$ cat config.mk
export PLATFORM = sky130hd
export DESIGN_NAME = passive_motion_sequencer_top
export DESIGN_NICKNAME = d
export VERILOG_FILES = /design/src/rtl/core/pms_pkg.sv /design/src/rtl/core/pms_front.sv /design/src/rtl/core/pms_queue.sv /design/src/rtl/core/pms_back.sv /design/src/rtl/core/passive_motion_sequencer_top.sv
export SDC_FILE = /design/constraint.sdc
export NUM_CORES = 1
export LEC_CHECK = 0
export BUFFER_PORTS_ARGS = -buffer_cell sky130_fd_sc_hd__buf_2
export CAP_MARGIN = 25
export CORE_MARGIN = 3
export CORE_UTILIZATION = 57
export DETAILED_ROUTE_END_ITERATION = 6
export GPL_TIMING_DRIVEN = 1
export PLACE_DENSITY_LB_ADDON = 0.05
export SLEW_MARGIN = 30
export SYNTH_ARGS = -nofsm -noshare
export SYNTH_HDL_FRONTEND = slang
export SYNTH_HIERARCHICAL = 1
export SYNTH_SLANG_ARGS = --single-unit
$ cat constraint.sdc
create_clock -name clk_i -period 4.1 [get_ports clk_i]
set_input_delay 0.82 -clock clk_i [delete_from_list [all_inputs] [get_ports clk_i]]
set_output_delay 0.82 -clock clk_i [all_outputs]
set_load 0.02 [all_outputs]
$ cat src/rtl/core/pms_pkg.sv
// Shared types, codes and constants of the passive motion sequencer.
package pms_pkg;

  // Field widths
  localparam int OPCODE_W = 1;
  localparam int RX_W     = 8;
  localparam int ANGLE_W  = 12;
  localparam int CMD_W    = 4;
  localparam int ARG_W    = 19;

  localparam int FRAME_BYTES     = 9;
  localparam int QUEUE_DEPTH_DEF = 2;

  typedef enum logic [OPCODE_W-1:0] {
    OP_BYTE = 1'b0,
    OP_TICK = 1'b1
  } pms_op_e;

  typedef enum logic [CMD_W-1:0] {
    CMD_STOP    = 4'd0,
    CMD_ENABLE  = 4'd1,
    CMD_ACCEL   = 4'd2,
    CMD_DECEL   = 4'd3,
    CMD_JERK    = 4'd4,
    CMD_JOG     = 4'd5,
    CMD_SPEED   = 4'd6,
    CMD_DISABLE = 4'd7,
    CMD_WAIT    = 4'd8
  } pms_cmd_e;

  typedef enum logic [2:0] {
    RS_IDLE  = 3'd0,
    RS_RUN   = 3'd1,
    RS_PAUSE = 3'd2,
    RS_STOP  = 3'd3,
    RS_EMERG = 3'd4
  } pms_run_e;

  typedef enum logic [1:0] {
    MODE_IDLE    = 2'd0,
    MODE_ACTIVE  = 2'd1,
    MODE_PASSIVE = 2'd2
  } pms_mode_e;

  // Panel frame header and object ids
  localparam logic [RX_W-1:0] HDR_FIRST  = 8'h5A;
  localparam logic [RX_W-1:0] HDR_SECOND = 8'hA5;

  localparam logic [15:0] OBJ_SPEED  = 16'h1000;
  localparam logic [15:0] OBJ_TARGET = 16'h1001;
  localparam logic [15:0] OBJ_REPEAT = 16'h1002;
  localparam logic [15:0] OBJ_DWELL  = 16'h1003;
  localparam logic [15:0] OBJ_RUN    = 16'h3000;
  localparam logic [15:0] OBJ_MODE   = 16'h4000;

  // Data values of the run and mode objects
  localparam logic [RX_W-1:0] RUN_START = 8'd1;
  localparam logic [RX_W-1:0] RUN_PAUSE = 8'd2;
  localparam logic [RX_W-1:0] RUN_STOP  = 8'd3;
  localparam logic [RX_W-1:0] RUN_IDLE  = 8'd4;
  localparam logic [RX_W-1:0] RUN_EMERG = 8'd5;
  localparam logic [RX_W-1:0] MODE_SEL_ACTIVE  = 8'd1;
  localparam logic [RX_W-1:0] MODE_SEL_PASSIVE = 8'd2;

  // Fixed command sequence; a plan picks steps out of it by mask, lowest first.
  localparam int NUM_STEPS = 15;
  localparam int STEP_W    = $clog2(NUM_STEPS);
  typedef logic [STEP_W-1:0]    pms_step_t;
  typedef logic [NUM_STEPS-1:0] pms_mask_t;

  localparam pms_step_t STEP_RESTOP     = STEP_W'(0);   // stop
  localparam pms_step_t STEP_HOLD       = STEP_W'(1);   // wait 200 / 1000
  localparam pms_step_t STEP_ENABLE     = STEP_W'(2);   // enable / disable
  localparam pms_step_t STEP_SETTLE     = STEP_W'(3);   // wait 500
  localparam pms_step_t STEP_ACCEL      = STEP_W'(4);
  localparam pms_step_t STEP_DECEL      = STEP_W'(5);
  localparam pms_step_t STEP_JERK       = STEP_W'(6);
  localparam pms_step_t STEP_JOG        = STEP_W'(7);
  localparam pms_step_t STEP_SPEED      = STEP_W'(8);   // +speed / -2
  localparam pms_step_t STEP_TURN_STOP  = STEP_W'(9);
  localparam pms_step_t STEP_DWELL      = STEP_W'(10);
  localparam pms_step_t STEP_TURN_JOG   = STEP_W'(11);
  localparam pms_step_t STEP_TURN_SPEED = STEP_W'(12);
  localparam pms_step_t STEP_END_STOP   = STEP_W'(13);
  localparam pms_step_t STEP_PACE       = STEP_W'(14);  // wait 20

  // One tick's worth of commands, handed from front to back
  typedef struct packed {
    pms_mask_t       mask;
    logic            alt;       // stop/emergency variants of steps 1, 2, 8
    logic            turn_neg;  // turn speed is negative
    logic [RX_W-1:0] spd;
    logic [RX_W-1:0] dwell;
  } pms_plan_t;

endpackage

$ cat src/rtl/core/pms_front.sv
// Front end: frame receiver, settings and run state, per-tick command plan.
module pms_front (
  input  logic                          clk_i,
  input  logic                          rst_ni,
  input  logic                          accept_i,
  input  logic [pms_pkg::OPCODE_W-1:0]  opcode_i,
  input  logic [pms_pkg::RX_W-1:0]      rx_byte_i,
  input  logic [pms_pkg::ANGLE_W-1:0]   encoder_angle_i,
  output logic                          push_o,
  output pms_pkg::pms_plan_t            plan_o
);
  import pms_pkg::*;

  localparam logic [3:0] FPOS_SYNC  = 4'd0;
  localparam logic [3:0] FPOS_HDR2  = 4'd1;
  localparam logic [3:0] FPOS_BODY  = 4'd2;
  localparam logic [3:0] FPOS_ID_HI = 4'd4;
  localparam logic [3:0] FPOS_ID_LO = 4'd5;
  localparam logic [3:0] FPOS_DATA  = 4'(FRAME_BYTES - 1);

  localparam logic [ANGLE_W-1:0] WRAP_LO = 12'd2701;
  localparam logic [ANGLE_W-1:0] WRAP_HI = 12'd3600;
  localparam logic [ANGLE_W-1:0] FAR_LO  = 12'd1501;
  localparam logic [ANGLE_W-1:0] FAR_HI  = 12'd2699;

  logic [3:0]      frame_pos_q, frame_pos_d;
  logic [RX_W-1:0] obj_hi_q, obj_hi_d, obj_lo_q, obj_lo_d;
  logic [RX_W-1:0] speed_q, speed_d, target_q, target_d;
  logic [RX_W-1:0] repeat_q, repeat_d, dwell_q, dwell_d;
  pms_run_e        run_state_q, run_state_d;
  pms_mode_e       mode_q, mode_d;
  logic            changed_q, changed_d, primed_q, primed_d;
  logic            heading_q, heading_d, homing_q, homing_d;
  logic [8:0]      cycles_q, cycles_d;

  always_comb begin
    logic [ANGLE_W-1:0] cur;
    logic [ANGLE_W-1:0] tgt;
    logic               primed;
    logic               heading;
    logic [8:0]         cl;

    frame_pos_d = frame_pos_q;
    obj_hi_d    = obj_hi_q;
    obj_lo_d    = obj_lo_q;
    speed_d     = speed_q;
    target_d    = target_q;
    repeat_d    = repeat_q;
    dwell_d     = dwell_q;
    run_state_d = run_state_q;
    mode_d      = mode_q;
    changed_d   = changed_q;
    primed_d    = primed_q;
    heading_d   = heading_q;
    homing_d    = homing_q;
    cycles_d    = cycles_q;

    plan_o          = '0;
    plan_o.spd      = speed_q;
    plan_o.dwell    = dwell_q;

    tgt = {4'd0, target_q} * 12'd10;
    cur = encoder_angle_i;
    if (encoder_angle_i inside {[WRAP_LO:WRAP_HI]}) begin
      cur = '0;
    end else if (encoder_angle_i inside {[FAR_LO:FAR_HI]}) begin
      cur = tgt;
    end
    primed  = primed_q & ~changed_q;
    heading = heading_q;
    cl      = cycles_q;

    if (accept_i && opcode_i == OP_BYTE) begin
      case (frame_pos_q)
        FPOS_SYNC: begin
          if (rx_byte_i == HDR_FIRST) frame_pos_d = FPOS_HDR2;
        end
        FPOS_HDR2: begin
          frame_pos_d = (rx_byte_i == HDR_SECOND) ? FPOS_BODY : FPOS_SYNC;
        end
        default: begin
          if (frame_pos_q == FPOS_ID_HI) obj_hi_d = rx_byte_i;
          if (frame_pos_q == FPOS_ID_LO) obj_lo_d = rx_byte_i;
          if (frame_pos_q == FPOS_DATA) begin
            frame_pos_d = FPOS_SYNC;
            case ({obj_hi_q, obj_lo_q})
              OBJ_SPEED:  speed_d  = rx_byte_i;
              OBJ_TARGET: target_d = rx_byte_i;
              OBJ_REPEAT: repeat_d = rx_byte_i;
              OBJ_DWELL:  dwell_d  = rx_byte_i;
              OBJ_RUN: begin
                case (rx_byte_i)
                  RUN_START: begin
                    run_state_d = RS_RUN;
                    changed_d   = 1'b1;
                  end
                  RUN_PAUSE: run_state_d = RS_PAUSE;
                  RUN_STOP: begin
                    run_state_d = RS_STOP;
                    homing_d    = 1'b0;
                  end
                  RUN_IDLE:  run_state_d = RS_IDLE;
                  RUN_EMERG: run_state_d = RS_EMERG;
                  default: ;
                endcase
              end
              OBJ_MODE: begin
                if (rx_byte_i == MODE_SEL_ACTIVE) mode_d = MODE_ACTIVE;
                else if (rx_byte_i == MODE_SEL_PASSIVE) mode_d = MODE_PASSIVE;
              end
              default: ;
            endcase
          end else begin
            frame_pos_d = frame_pos_q + 4'd1;
          end
        end
      endcase
    end else if (accept_i && mode_q == MODE_ACTIVE) begin
      case (run_state_q)
        RS_RUN: begin
          if (changed_q) begin
            plan_o.mask[STEP_RESTOP] = 1'b1;
            plan_o.mask[STEP_HOLD]   = 1'b1;
          end
          changed_d = 1'b0;
          primed_d  = 1'b1;
          if (!primed) begin
            plan_o.mask[STEP_ENABLE] = 1'b1;
            plan_o.mask[STEP_SETTLE] = 1'b1;
            plan_o.mask[STEP_ACCEL]  = 1'b1;
            plan_o.mask[STEP_DECEL]  = 1'b1;
            plan_o.mask[STEP_JERK]   = 1'b1;
            plan_o.mask[STEP_JOG]    = 1'b1;
            plan_o.mask[STEP_SPEED]  = 1'b1;
            cl      = {1'b0, repeat_q};
            heading = 1'b1;
          end
          heading_d = heading;
          if (heading && cur >= tgt) begin
            plan_o.mask[STEP_TURN_STOP]  = 1'b1;
            plan_o.mask[STEP_DWELL]      = 1'b1;
            plan_o.mask[STEP_TURN_JOG]   = 1'b1;
            plan_o.mask[STEP_TURN_SPEED] = 1'b1;
            plan_o.turn_neg = 1'b1;
            heading_d       = 1'b0;
          end else if (!heading && cur == '0) begin
            if (cl <= 9'd1) begin
              // repeats used up: park and end the run
              cl = '0;
              plan_o.mask[STEP_END_STOP] = 1'b1;
              run_state_d = RS_IDLE;
              primed_d    = 1'b0;
            end else begin
              cl = cl - 9'd1;
              plan_o.mask[STEP_TURN_STOP]  = 1'b1;
              plan_o.mask[STEP_DWELL]      = 1'b1;
              plan_o.mask[STEP_TURN_JOG]   = 1'b1;
              plan_o.mask[STEP_TURN_SPEED] = 1'b1;
              heading_d = 1'b1;
            end
          end
          cycles_d = cl;
          plan_o.mask[STEP_PACE] = 1'b1;
        end
        RS_PAUSE, RS_IDLE: plan_o.mask[STEP_RESTOP] = 1'b1;
        RS_STOP: begin
          plan_o.alt = 1'b1;
          if (!homing_q) begin
            plan_o.mask[STEP_RESTOP] = 1'b1;
            plan_o.mask[STEP_HOLD]   = 1'b1;
            if (encoder_angle_i == '0) begin
              heading_d   = 1'b1;
              run_state_d = RS_IDLE;
            end else begin
              plan_o.mask[STEP_JERK]  = 1'b1;
              plan_o.mask[STEP_JOG]   = 1'b1;
              plan_o.mask[STEP_SPEED] = 1'b1;
              heading_d = 1'b0;
            end
            homing_d = 1'b1;
          end else if (encoder_angle_i == '0) begin
            plan_o.mask[STEP_RESTOP] = 1'b1;
            heading_d   = 1'b1;
            run_state_d = RS_IDLE;
          end
        end
        RS_EMERG: begin
          plan_o.alt = 1'b1;
          plan_o.mask[STEP_RESTOP] = 1'b1;
          plan_o.mask[STEP_ENABLE] = 1'b1;
        end
        default: ;
      endcase
    end
    push_o = |plan_o.mask;
  end

  always_ff @(posedge clk_i or negedge rst_ni) begin
    if (!rst_ni) begin
      frame_pos_q <= FPOS_SYNC;
      obj_hi_q    <= '0;
      obj_lo_q    <= '0;
      speed_q     <= 8'd1;
      target_q    <= 8'd10;
      repeat_q    <= 8'd10;
      dwell_q     <= 8'd1;
      run_state_q <= RS_IDLE;
      mode_q      <= MODE_ACTIVE;
      changed_q   <= 1'b0;
      primed_q    <= 1'b0;
      heading_q   <= 1'b1;
      homing_q    <= 1'b0;
      cycles_q    <= '0;
    end else begin
      frame_pos_q <= frame_pos_d;
      obj_hi_q    <= obj_hi_d;
      obj_lo_q    <= obj_lo_d;
      speed_q     <= speed_d;
      target_q    <= target_d;
      repeat_q    <= repeat_d;
      dwell_q     <= dwell_d;
      run_state_q <= run_state_d;
      mode_q      <= mode_d;
      changed_q   <= changed_d;
      primed_q    <= primed_d;
      heading_q   <= heading_d;
      homing_q    <= homing_d;
      cycles_q    <= cycles_d;
    end
  end

endmodule

$ cat src/rtl/core/pms_queue.sv
// Plan queue between front end and command sequencer.
module pms_queue #(
  parameter int DEPTH = pms_pkg::QUEUE_DEPTH_DEF
) (
  input  logic               clk_i,
  input  logic               rst_ni,
  input  logic               push_i,
  input  pms_pkg::pms_plan_t push_plan_i,
  output logic               full_o,
  output logic               head_valid_o,
  output pms_pkg::pms_plan_t head_plan_o,
  input  logic               pop_i
);
  import pms_pkg::*;

  localparam int PTR_W = $clog2(DEPTH);
  localparam int CNT_W = $clog2(DEPTH + 1);

  pms_plan_t        entries_q [DEPTH];
  logic [PTR_W-1:0] wr_ptr_q, wr_ptr_d, rd_ptr_q, rd_ptr_d;
  logic [CNT_W-1:0] count_q, count_d;
  logic             do_push, do_pop;

  assign full_o       = (count_q == CNT_W'(DEPTH));
  assign head_valid_o = (count_q != '0);
  assign head_plan_o  = entries_q[rd_ptr_q];
  assign do_push      = push_i && !full_o;
  assign do_pop       = pop_i && head_valid_o;

  always_comb begin
    wr_ptr_d = wr_ptr_q;
    rd_ptr_d = rd_ptr_q;
    count_d  = count_q;
    if (do_push) begin
      wr_ptr_d = (wr_ptr_q == PTR_W'(DEPTH - 1)) ? '0 : wr_ptr_q + PTR_W'(1);
    end
    if (do_pop) begin
      rd_ptr_d = (rd_ptr_q == PTR_W'(DEPTH - 1)) ? '0 : rd_ptr_q + PTR_W'(1);
    end
    if (do_push && !do_pop) count_d = count_q + CNT_W'(1);
    else if (do_pop && !do_push) count_d = count_q - CNT_W'(1);
  end

  always_ff @(posedge clk_i) begin
    if (do_push) entries_q[wr_ptr_q] <= push_plan_i;
  end

  always_ff @(posedge clk_i or negedge rst_ni) begin
    if (!rst_ni) begin
      wr_ptr_q <= '0;
      rd_ptr_q <= '0;
      count_q  <= '0;
    end else begin
      wr_ptr_q <= wr_ptr_d;
      rd_ptr_q <= rd_ptr_d;
      count_q  <= count_d;
    end
  end

endmodule

$ cat src/rtl/core/pms_back.sv
// Back end: walks a plan's step mask, one command per cycle unless stalled.
module pms_back (
  input  logic                         clk_i,
  input  logic                         rst_ni,
  input  logic                         head_valid_i,
  input  pms_pkg::pms_plan_t           head_plan_i,
  output logic                         pop_o,
  output logic                         out_valid_o,
  input  logic                         out_stall_i,
  output logic [pms_pkg::CMD_W-1:0]    motor_command_o,
  output logic [pms_pkg::ARG_W-1:0]    argument_o,
  output logic                         last_of_tick_o
);
  import pms_pkg::*;

  localparam logic [ARG_W-1:0] ARG_ZERO      = 19'd0;
  localparam logic [ARG_W-1:0] ARG_RESTART   = 19'd200;
  localparam logic [ARG_W-1:0] ARG_HOME_WAIT = 19'd1000;
  localparam logic [ARG_W-1:0] ARG_SETTLE    = 19'd500;
  localparam logic [ARG_W-1:0] ARG_RAMP      = 19'd10;
  localparam logic [ARG_W-1:0] ARG_JERK      = 19'd1;
  localparam logic [ARG_W-1:0] ARG_PACE      = 19'd20;
  localparam logic [ARG_W-1:0] ARG_HOME_SPD  = 19'h7FFFE;   // -2
  localparam logic [ARG_W-1:0] MS_PER_S      = 19'd1000;

  pms_plan_t        cur_q, cur_d;
  logic             valid_q, valid_d, last_q, last_d;
  logic [CMD_W-1:0] cmd_q, cmd_d;
  logic [ARG_W-1:0] arg_q, arg_d;

  logic             advance, emit, load;
  pms_mask_t        low, rest;
  pms_step_t        idx;
  pms_cmd_e         cmd;
  logic [ARG_W-1:0] arg, spd_pos, spd_neg, dwell_ms;

  // lowest pending step
  always_comb begin
    low = cur_q.mask & (~cur_q.mask + NUM_STEPS'(1));
    idx = '0;
    for (int i = 0; i < NUM_STEPS; i++) begin
      if (low[i]) idx = idx | STEP_W'(i);
    end
    rest = cur_q.mask & ~low;
  end

  always_comb begin
    spd_pos  = {{(ARG_W-RX_W){1'b0}}, cur_q.spd};
    spd_neg  = ~spd_pos + ARG_W'(1);
    dwell_ms = {{(ARG_W-RX_W){1'b0}}, cur_q.dwell} * MS_PER_S;
    cmd = CMD_STOP;
    arg = ARG_ZERO;
    case (idx)
      STEP_RESTOP, STEP_TURN_STOP, STEP_END_STOP: cmd = CMD_STOP;
      STEP_HOLD: begin
        cmd = CMD_WAIT;
        arg = cur_q.alt ? ARG_HOME_WAIT : ARG_RESTART;
      end
      STEP_ENABLE: cmd = cur_q.alt ? CMD_DISABLE : CMD_ENABLE;
      STEP_SETTLE: begin
        cmd = CMD_WAIT;
        arg = ARG_SETTLE;
      end
      STEP_ACCEL: begin
        cmd = CMD_ACCEL;
        arg = ARG_RAMP;
      end
      STEP_DECEL: begin
        cmd = CMD_DECEL;
        arg = ARG_RAMP;
      end
      STEP_JERK: begin
        cmd = CMD_JERK;
        arg = ARG_JERK;
      end
      STEP_JOG, STEP_TURN_JOG: cmd = CMD_JOG;
      STEP_SPEED: begin
        cmd = CMD_SPEED;
        arg = cur_q.alt ? ARG_HOME_SPD : spd_pos;
      end
      STEP_DWELL: begin
        cmd = CMD_WAIT;
        arg = dwell_ms;
      end
      STEP_TURN_SPEED: begin
        cmd = CMD_SPEED;
        arg = cur_q.turn_neg ? spd_neg : spd_pos;
      end
      STEP_PACE: begin
        cmd = CMD_WAIT;
        arg = ARG_PACE;
      end
      default: ;
    endcase
  end

  always_comb begin
    advance = !valid_q || !out_stall_i;
    emit    = advance && (cur_q.mask != '0);
    // refill when idle, or in the same cycle as a plan's final command
    load    = (cur_q.mask == '0) || (emit && rest == '0);
    pop_o   = head_valid_i && load;

    cur_d   = cur_q;
    valid_d = valid_q;
    cmd_d   = cmd_q;
    arg_d   = arg_q;
    last_d  = last_q;
    if (emit) cur_d.mask = rest;
    if (pop_o) cur_d = head_plan_i;
    if (advance) valid_d = emit;
    if (emit) begin
      cmd_d  = cmd;
      arg_d  = arg;
      last_d = (rest == '0);
    end
  end

  always_ff @(posedge clk_i or negedge rst_ni) begin
    if (!rst_ni) begin
      cur_q   <= '0;
      valid_q <= 1'b0;
    end else begin
      cur_q   <= cur_d;
      valid_q <= valid_d;
    end
  end

  always_ff @(posedge clk_i) begin
    cmd_q  <= cmd_d;
    arg_q  <= arg_d;
    last_q <= last_d;
  end

  assign out_valid_o     = valid_q;
  assign motor_command_o = cmd_q;
  assign argument_o      = arg_q;
  assign last_of_tick_o  = last_q;

endmodule

$ cat src/rtl/core/passive_motion_sequencer_top.sv
// Top level of the passive motion sequencer: front end, plan queue, back end.
//
//   channel | direction | handshake              | payload
//   --------+-----------+------------------------+------------------------------------
//   input   | in        | in_valid_i / in_stall_o | opcode_i, rx_byte_i, encoder_angle_i
//   output  | out       | out_valid_o / out_stall_i | motor_command_o, argument_o,
//           |           |                        | last_of_tick_o
//
// When a request is taken, the front end updates its settings and run state
// at that edge and queues a tick's command plan, if the tick yields one.
// The back end issues a plan's 1 to 14 commands one per cycle unless stalled,
// via the queue, its plan and output registers; back-to-back plans have no gap.
// in_stall_o is high while the plan queue holds QUEUE_DEPTH plans.
// Reset is asynchronous, active low, and leaves the queue and output empty.
module passive_motion_sequencer_top #(
  parameter int QUEUE_DEPTH = pms_pkg::QUEUE_DEPTH_DEF
) (
  input  logic                               clk_i,
  input  logic                               rst_ni,
  input  logic                               in_valid_i,
  output logic                               in_stall_o,
  input  logic [pms_pkg::OPCODE_W-1:0]       opcode_i,
  input  logic [pms_pkg::RX_W-1:0]           rx_byte_i,
  input  logic [pms_pkg::ANGLE_W-1:0]        encoder_angle_i,
  output logic                               out_valid_o,
  input  logic                               out_stall_i,
  output logic [pms_pkg::CMD_W-1:0]          motor_command_o,
  output logic signed [pms_pkg::ARG_W-1:0]   argument_o,
  output logic                               last_of_tick_o
);
  import pms_pkg::*;

  logic             accept, push, full, head_valid, pop;
  pms_plan_t        push_plan, head_plan;
  logic [ARG_W-1:0] arg;

  assign accept     = in_valid_i && !full;
  assign in_stall_o = full;
  assign argument_o = $signed(arg);

  pms_front u_front (
    .clk_i           (clk_i),
    .rst_ni          (rst_ni),
    .accept_i        (accept),
    .opcode_i        (opcode_i),
    .rx_byte_i       (rx_byte_i),
    .encoder_angle_i (encoder_angle_i),
    .push_o          (push),
    .plan_o          (push_plan)
  );

  pms_queue #(
    .DEPTH (QUEUE_DEPTH)
  ) u_queue (
    .clk_i        (clk_i),
    .rst_ni       (rst_ni),
    .push_i       (push),
    .push_plan_i  (push_plan),
    .full_o       (full),
    .head_valid_o (head_valid),
    .head_plan_o  (head_plan),
    .pop_i        (pop)
  );

  pms_back u_back (
    .clk_i           (clk_i),
    .rst_ni          (rst_ni),
    .head_valid_i    (head_valid),
    .head_plan_i     (head_plan),
    .pop_o           (pop),
    .out_valid_o     (out_valid_o),
    .out_stall_i     (out_stall_i),
    .motor_command_o (motor_command_o),
    .argument_o      (arg),
    .last_of_tick_o  (last_of_tick_o)
  );

endmodule

; ---- Yosys cells after proc, flatten, opt, wreduce, memory -nomap -nowiden
; Memory sizes are Yosys's and may differ from the RTL's.
; Index checks and enable logic that the tools add are counted.
; Widths: inputs -> output; s select.
[word_totals]
ram_bits = 66
inputBits = 25
register_bits = 132
out_inout_bits = 26
wordCells = 263
n_memories = 1
[op_classes]
n_mux = 104
eq_ne = 47
n_mul = 2
magnitude_cmp = 6
reduce_logical = 59
n_addsub = 8
n_bitwise = 10
[memory_table]
columns = memory, depth, word_bits, rd, rd_ports_with_merged_regs, wr, line_no
row1 = u_queue.entries_q, 2, 33, 1, 0, 1, pms_queue.sv:19  ; pms_plan_t entries_q [DEPTH];
[op_table]
columns = operator, count
row1 = $pmux 19 s8, 1
row2 = $eq 16x13->1 const B, 4
row3 = $mux 9, 7
row4 = $mux 3, 17
row5 = $mux 4, 11
row6 = $mux 1, 39
row7 = $mux 19, 2
row8 = $mux 17, 2
row9 = $mux 33, 1
row10 = $and 15x15->15, 2
row11 = $logic_not 15->1, 2
row12 = $not 15->15, 2
row13 = $pmux 4 s7, 1
row14 = $eq 4x3->1 const B, 6
row15 = $eq 4x4->1 const B, 6
row16 = $le 12x12->1 const B, 2
row17 = $logic_not 12->1, 2
row18 = $mux 12, 2
row19 = $reduce_and 4->1, 5
row20 = $add 19x1->19 const B, 1
row21 = $not 8->19, 1
row22 = $eq 16x14->1 const B, 1
row23 = $eq 16x15->1 const B, 1
row24 = $eq 8x2->1 const B, 2
row25 = 59 further kinds, 116

; ---- Logic depth before layout (Yosys ltp)
[logic_depth]
depth_word = 20
depth_mapped = 17

; ---- Cells and area by module
; Netlist, hierarchy kept.
[by_module_without_submodules]
columns = module, instances, seq_area_each_um2, area_per_inst_um2, cells_per_inst
row1 = pms_front, 1, 1761.7, 4799.6, 516
row2 = pms_back, 1, 1571.5, 4370.4, 437
row3 = pms_queue, 1, 2082.0, 2733.9, 122
row4 = passive_motion_sequencer_top, 1, 0.0, 13.8, 1

; ---- Worst setup path before layout
; Ideal clock, no wire load.
[synth_path]
path_kind = input -> register
from = in encoder_angle_i[11] in the netlist's numbering
to = mem u_queue/entries_q[0][0] in the netlist's numbering, enable pin
setup_time_ps = 423
setup_slack_ps = -416
arrival_ps = 4092
n_path_buf = 2
path_stages = 9
path_cell_list = buf_2 nand4b_1 o32a_1 and2_2 buf_6 or4_1 a41oi_1 nand2_1 nor2_1
[synth_via]
elab_chain_len = 15
word_cells_on_any_way = 29
cone_classes = 5 x order compare / 16 x mux / 8 x reduce/logical
[synth_rtl]
columns = item, line_no
row1 = from (decl), passive_motion_sequencer_top.sv:24  ; input logic [pms_pkg::ANGLE_W-1:0] encoder_angle_i,
row2 = "parallel branches: the longest is 9 deep, another holds $ge 12x11->1", --
row3 = $mux 17 (*), pms_front.sv:118  ; end else if (accept_i && mode_q == MODE_ACTIVE) begin
row4 = $mux 17 (*), pms_front.sv:73  ; if (accept_i && opcode_i == OP_BYTE) begin
row5 = $reduce_or 15->1 (*), pms_front.sv:195  ; push_o = |plan_o.mask;
row6 = net push, passive_motion_sequencer_top.sv:33  ; logic accept, push, full, head_valid, pop;
row7 = $logic_and 1x1->1 (*), pms_queue.sv:27  ; assign do_push = push_i && !full_o;
row8 = $mux 1 (*), pms_queue.sv:45  ; if (do_push) entries_q[wr_ptr_q] <= push_plan_i;
row9 = $mux 1 (not written as such) (*), pms_queue.sv:45
row10 = to (decl), pms_queue.sv:19
; Mark *: on every way through the listed nets, which the timed path passes.

; ---- Worst setup path after layout
[layout_path]
from = reg u_back/cur_q[3] in the netlist's numbering
to = reg u_back.arg_q[15], in the netlist u_back/argument_o[15], data pin
[layout_via]
elab_chain_len = 2
[layout_rtl]
columns = item, line_no
row1 = from (decl), pms_back.sv:26  ; pms_plan_t cur_q, cur_d;
row2 = from (signal assigned), pms_back.sv:124  ; cur_q <= cur_d;
row3 = $mul 8x7->15, pms_back.sv:50  ; dwell_ms = {{(ARG_W-RX_W){1'b0}}, cur_q.dwell} * MS_PER_S;
row4 = $pmux 19 s8, pms_back.sv:53  ; case (idx)
row5 = net u_back.arg[15], pms_back.sv:35  ; logic [ARG_W-1:0] arg, spd_pos, spd_neg, dwell_ms;
row6 = to (signal assigned), pms_back.sv:131  ; arg_q <= arg_d;
row7 = to (decl), pms_back.sv:29  ; logic [ARG_W-1:0] arg_q, arg_d;
; The timed path passes the listed nets, and every way through them passes these cells.
; A chain may end at the register's enable or synchronous reset.

==> results.json <==
{
  "finalInstanceArea_um2": 13300,
  "grt_start_max_net_pins": 66,
  "chipWidth_um": 151,
  "grt_pass1_vias": 8077,
  "yosys_most_used_dff": "dfrtp_1",
  "hpwl_um": 17500,
  "firstDrtPassIters": 5,
  "cp.depth": 12,
  "place_ws_ns": -0.0448,
  "grt_pass1_wl_um": 40900,
  "routedWlPerCell_um": 17.2,
  "drtIter0Drc": 433,
  "max_freq_mhz": 250,
  "cp_max_fo": 3,
  "grt.overflow.total": 0,
  "outcome": "complete, no violations",
  "num_antenna_cells": 0,
  "antenna_found_initial": 0,
  "synthesis.nets": 1192,
  "fillCellCount": 1571,
  "fin_ws_ns": 0.0962,
  "worstSetupEndpoint": "u_back/argument_o[15]$_DFFE_PP_",
  "crit_arrival_ns": 4.16,
  "setup.worst_path.start_class": "flop",
  "core-area_um2": 20400,
  "antenna_left": 0,
  "drc": 0,
  "r2r_slack_ns": 0.1,
  "gp_congestion": 0.887,
  "hold_buffers": 0,
  "synth.avg_cell_area_um2": 11.1,
  "synth_edf_count": 90,
  "synthArstFlopShare_pct": 54.5,
  "p_per_area_nw_per_um2": 332,
  "fin_skew_ns": 0.0127,
  "hold_viol": 0,
  "cts_tree": "built",
  "cts_sinks": 198,
  "synth_warnings": 6,
  "dieArea_um2": 22700,
  "layout-drive-gt1-share_pct": 23.6,
  "period_share_pct": 97.7,
  "yosysUniqueCellTypes": 90,
  "die_h_um": 151,
  "setup_viol": 0,
  "ir_worst_vdd_uv": 295,
  "htreeDepth": 4,
  "path_class": "flop to flop",
  "crit_chain": "fa_1, inv_2, fa_1, fa_1, fa_1, inv_2, ha_4, or3_4, or2_4, a31oi_4, xor2_1, o221ai_1",
  "relSlewSlack_pct": 45.5,
  "slew_violations": 0,
  "r2r-start": "u_back/cur_q[3]$_DFFE_PN0P_",
  "synth_seq_area_share_pct": 45.4,
  "start_util_pct": 58.5,
  "cp_num_buf_inv": 2,
  "crit_top_cell": "fa_1",
  "hold-worst-slack_ns": 0.388,
  "power_leakage_nw": 5.72,
  "timing.rr.end": "u_back/argument_o[15]$_DFFE_PP_",
  "cap_viol_max_count": 0,
  "synth-seq-cells": 198,
  "io_buffers": 50,
  "row_count": 52,
  "critPathMaxStageDelay_ns": 0.56,
  "critPathCaptureType": "flop",
  "critical-path-top-delay-family": "adder cells",
  "crit_path_start": "u_back/cur_q[3]$_DFFE_PN0P_",
  "syn_inst": 1076,
  "nNetsFinal": 1250,
  "hp-class": "input pin to async pin",
  "min_period_ns": 4.00,
  "regArea_um2": 5420,
  "syn_to_final_growth_pct": 11.2,
  "postPlaceCellArea_um2": 12500,
  "slowest_stage": "fa_1",
  "required_ns": 4.25,
  "reg2regPathDepth": 12,
  "root_buffer": "clkbuf_16",
  "rsz0062_at_grt": "true",
  "post-route-util_pct": 65.1,
  "synthesis.area_um2": 11900,
  "worstMarginPinSlew_ns": 0.810,
  "ctsLongestPathBuffers": 2,
  "drt-total-wl_um": 24400,
  "cts_made_buffers": 17,
  "multi_input_area_um2": 6050,
  "ios": 51,
  "track_usage_pct": 22.6,
  "worstSkewPairLatency_ns": 0.43,
  "vias_per_cell": 5.87,
  "via_count": 8312,
  "path_clk_slew_ns": 0.08
}
==> area by class of cell <==
type,instances,area share (%)
Tap cell,270,2.55
Inverter,66,1.87
Clock inverter,14,1.21
Multi-Input combinational cell,759,45.7
Clock buffer,18,3.24
Sequential cell,198,40.9
Timing Repair Buffer,92,4.57
==> worst min-delay path by stage <==
stage                                              start                            endpoint  slack (ns)  cells after the start
after floorplan           u_front/speed_q[2]$_DFFE_PN0P_  u_queue/entries_q[0][10]$_DFFE_PP_        0.44                      0
after global placement    u_front/speed_q[2]$_DFFE_PN0P_  u_queue/entries_q[0][10]$_DFFE_PP_        0.45                      0
after detailed placement  u_front/speed_q[2]$_DFFE_PN0P_  u_queue/entries_q[0][10]$_DFFE_PP_        0.46                      0
after CTS                                         rst_ni      u_back/out_valid_o$_DFFE_PN0P_        0.39                      1
after global routing                              rst_ni      u_back/out_valid_o$_DFFE_PN0P_        0.42                      1
final                                             rst_ni        u_back/cur_q[23]$_DFFE_PN0P_        0.39                      1
==> logic make-up (layout without fill, tap and decap cells) <==
logic type                 count (synthesis)  count (layout)  share of synthesized area (%)
buffers and inverters                    119             190                           4.92
and+or+nand+nor                          320             320                           13.5
adders and majority gates                 93              93                           11.1
muxes                                    105             105                           10.9
xor gates and xnor gates                  19              19                           1.40
DFF                                      198             198                           45.4
AOI/OAI and AO/OA                        222             222                           12.7
==> registers in the layout, indices dropped and copies added, names as in the netlist, 9 cells and up <==
register and cells:
u_queue/entries_q 66, u_back/cur_q 33, u_back/argument_o 19, u_front/cycles_q 9
==> synthesized netlist by cell type, drive strengths merged, types with 9 or more instances <==
cell type	instances	area (um2)
nand3	25	125
xnor2	12	105
o211ai	10	75.1
or3	9	61.3
a22o	11	96.3
nor3	23	115
mux2	93	1170
mux2i	12	120
nor4	10	68.8
nor2	75	284
fa	22	440
clkbuf	26	97.6
nand2	92	348
buf	27	241
nand2b	14	87.6
edfxtp	90	2700
nand4	10	62.6
inv	66	248
a211oi	9	72.6
o21a	10	75.1
o21ai	57	285
dfrtp	100	2500
a21oi	44	220
ha	69	863
==> power by group <==
group | internal [mW] | switching (mW)
clock network | 0.820 | 0.805
logic | 0.245 | 0.284
registers | 2.16 | 0.0867
total | 3.22 | 1.18
==> metrics by stage <==
stage	power, mW	setup TNS, ns	std cells
4_1_cts	4.43	0	1416
3_5_place_dp	2.79	-0.397	1383
5_1_grt	4.61	-0.189	1417
2_1_floorplan	2.64	0	1076
3_3_place_gp	2.78	0	1383
6_report	4.40	0	1417
==> metal layers <==
metal / wire length (um) / global-route usage [%] / up-vias
met2: 12000 / 38.0 / 187
met5: 0 / 0 / -
met1: 11100 / 30.3 / 4043
met3: 903 / 3.61 / 23
met4: 446 / 6.80 / 0
li1: - / - / 4059
==> worst reg2reg max path: stages (launching register included) <==
cell	delay (ns)
dfrtp_1	0.41
fa_1	0.56
inv_2	0.05
fa_1	0.54
fa_1	0.44
fa_1	0.51
inv_2	0.05
ha_4	0.15
or3_4	0.33
or2_4	0.26
a31oi_4	0.16
xor2_1	0.16
o221ai_1	0.13
==> timing repair <==
action | CTS | global route
setup buffers | 1 | 1
pin swaps | 5 | 13
resized for setup | 4 | 28
setup endpoints to repair | 13 | 17
==> cells in the final DEF (no fill, tap or decap), drive strengths merged, types with 7 or more instances in the layout <==
cell type,instances
a211oi,9
a21o,8
a21oi,44
a22o,11
a31oi,8
and3,8
buf,92
clkbuf,18
clkinv,7
dfrtp,100
dfstp,8
edfxtp,90
fa,22
ha,69
inv,73
mux2,93
mux2i,12
nand2,92
nand2b,14
nand3,25
nand4,10
nor2,75
nor2b,8
nor3,23
nor4,10
o211ai,10
o21a,10
o21ai,57
o31ai,8
or2,7
or3,9
or4,7
xnor2,12
xor2,7
No activity file was read; power rests on OpenSTA's default activity.
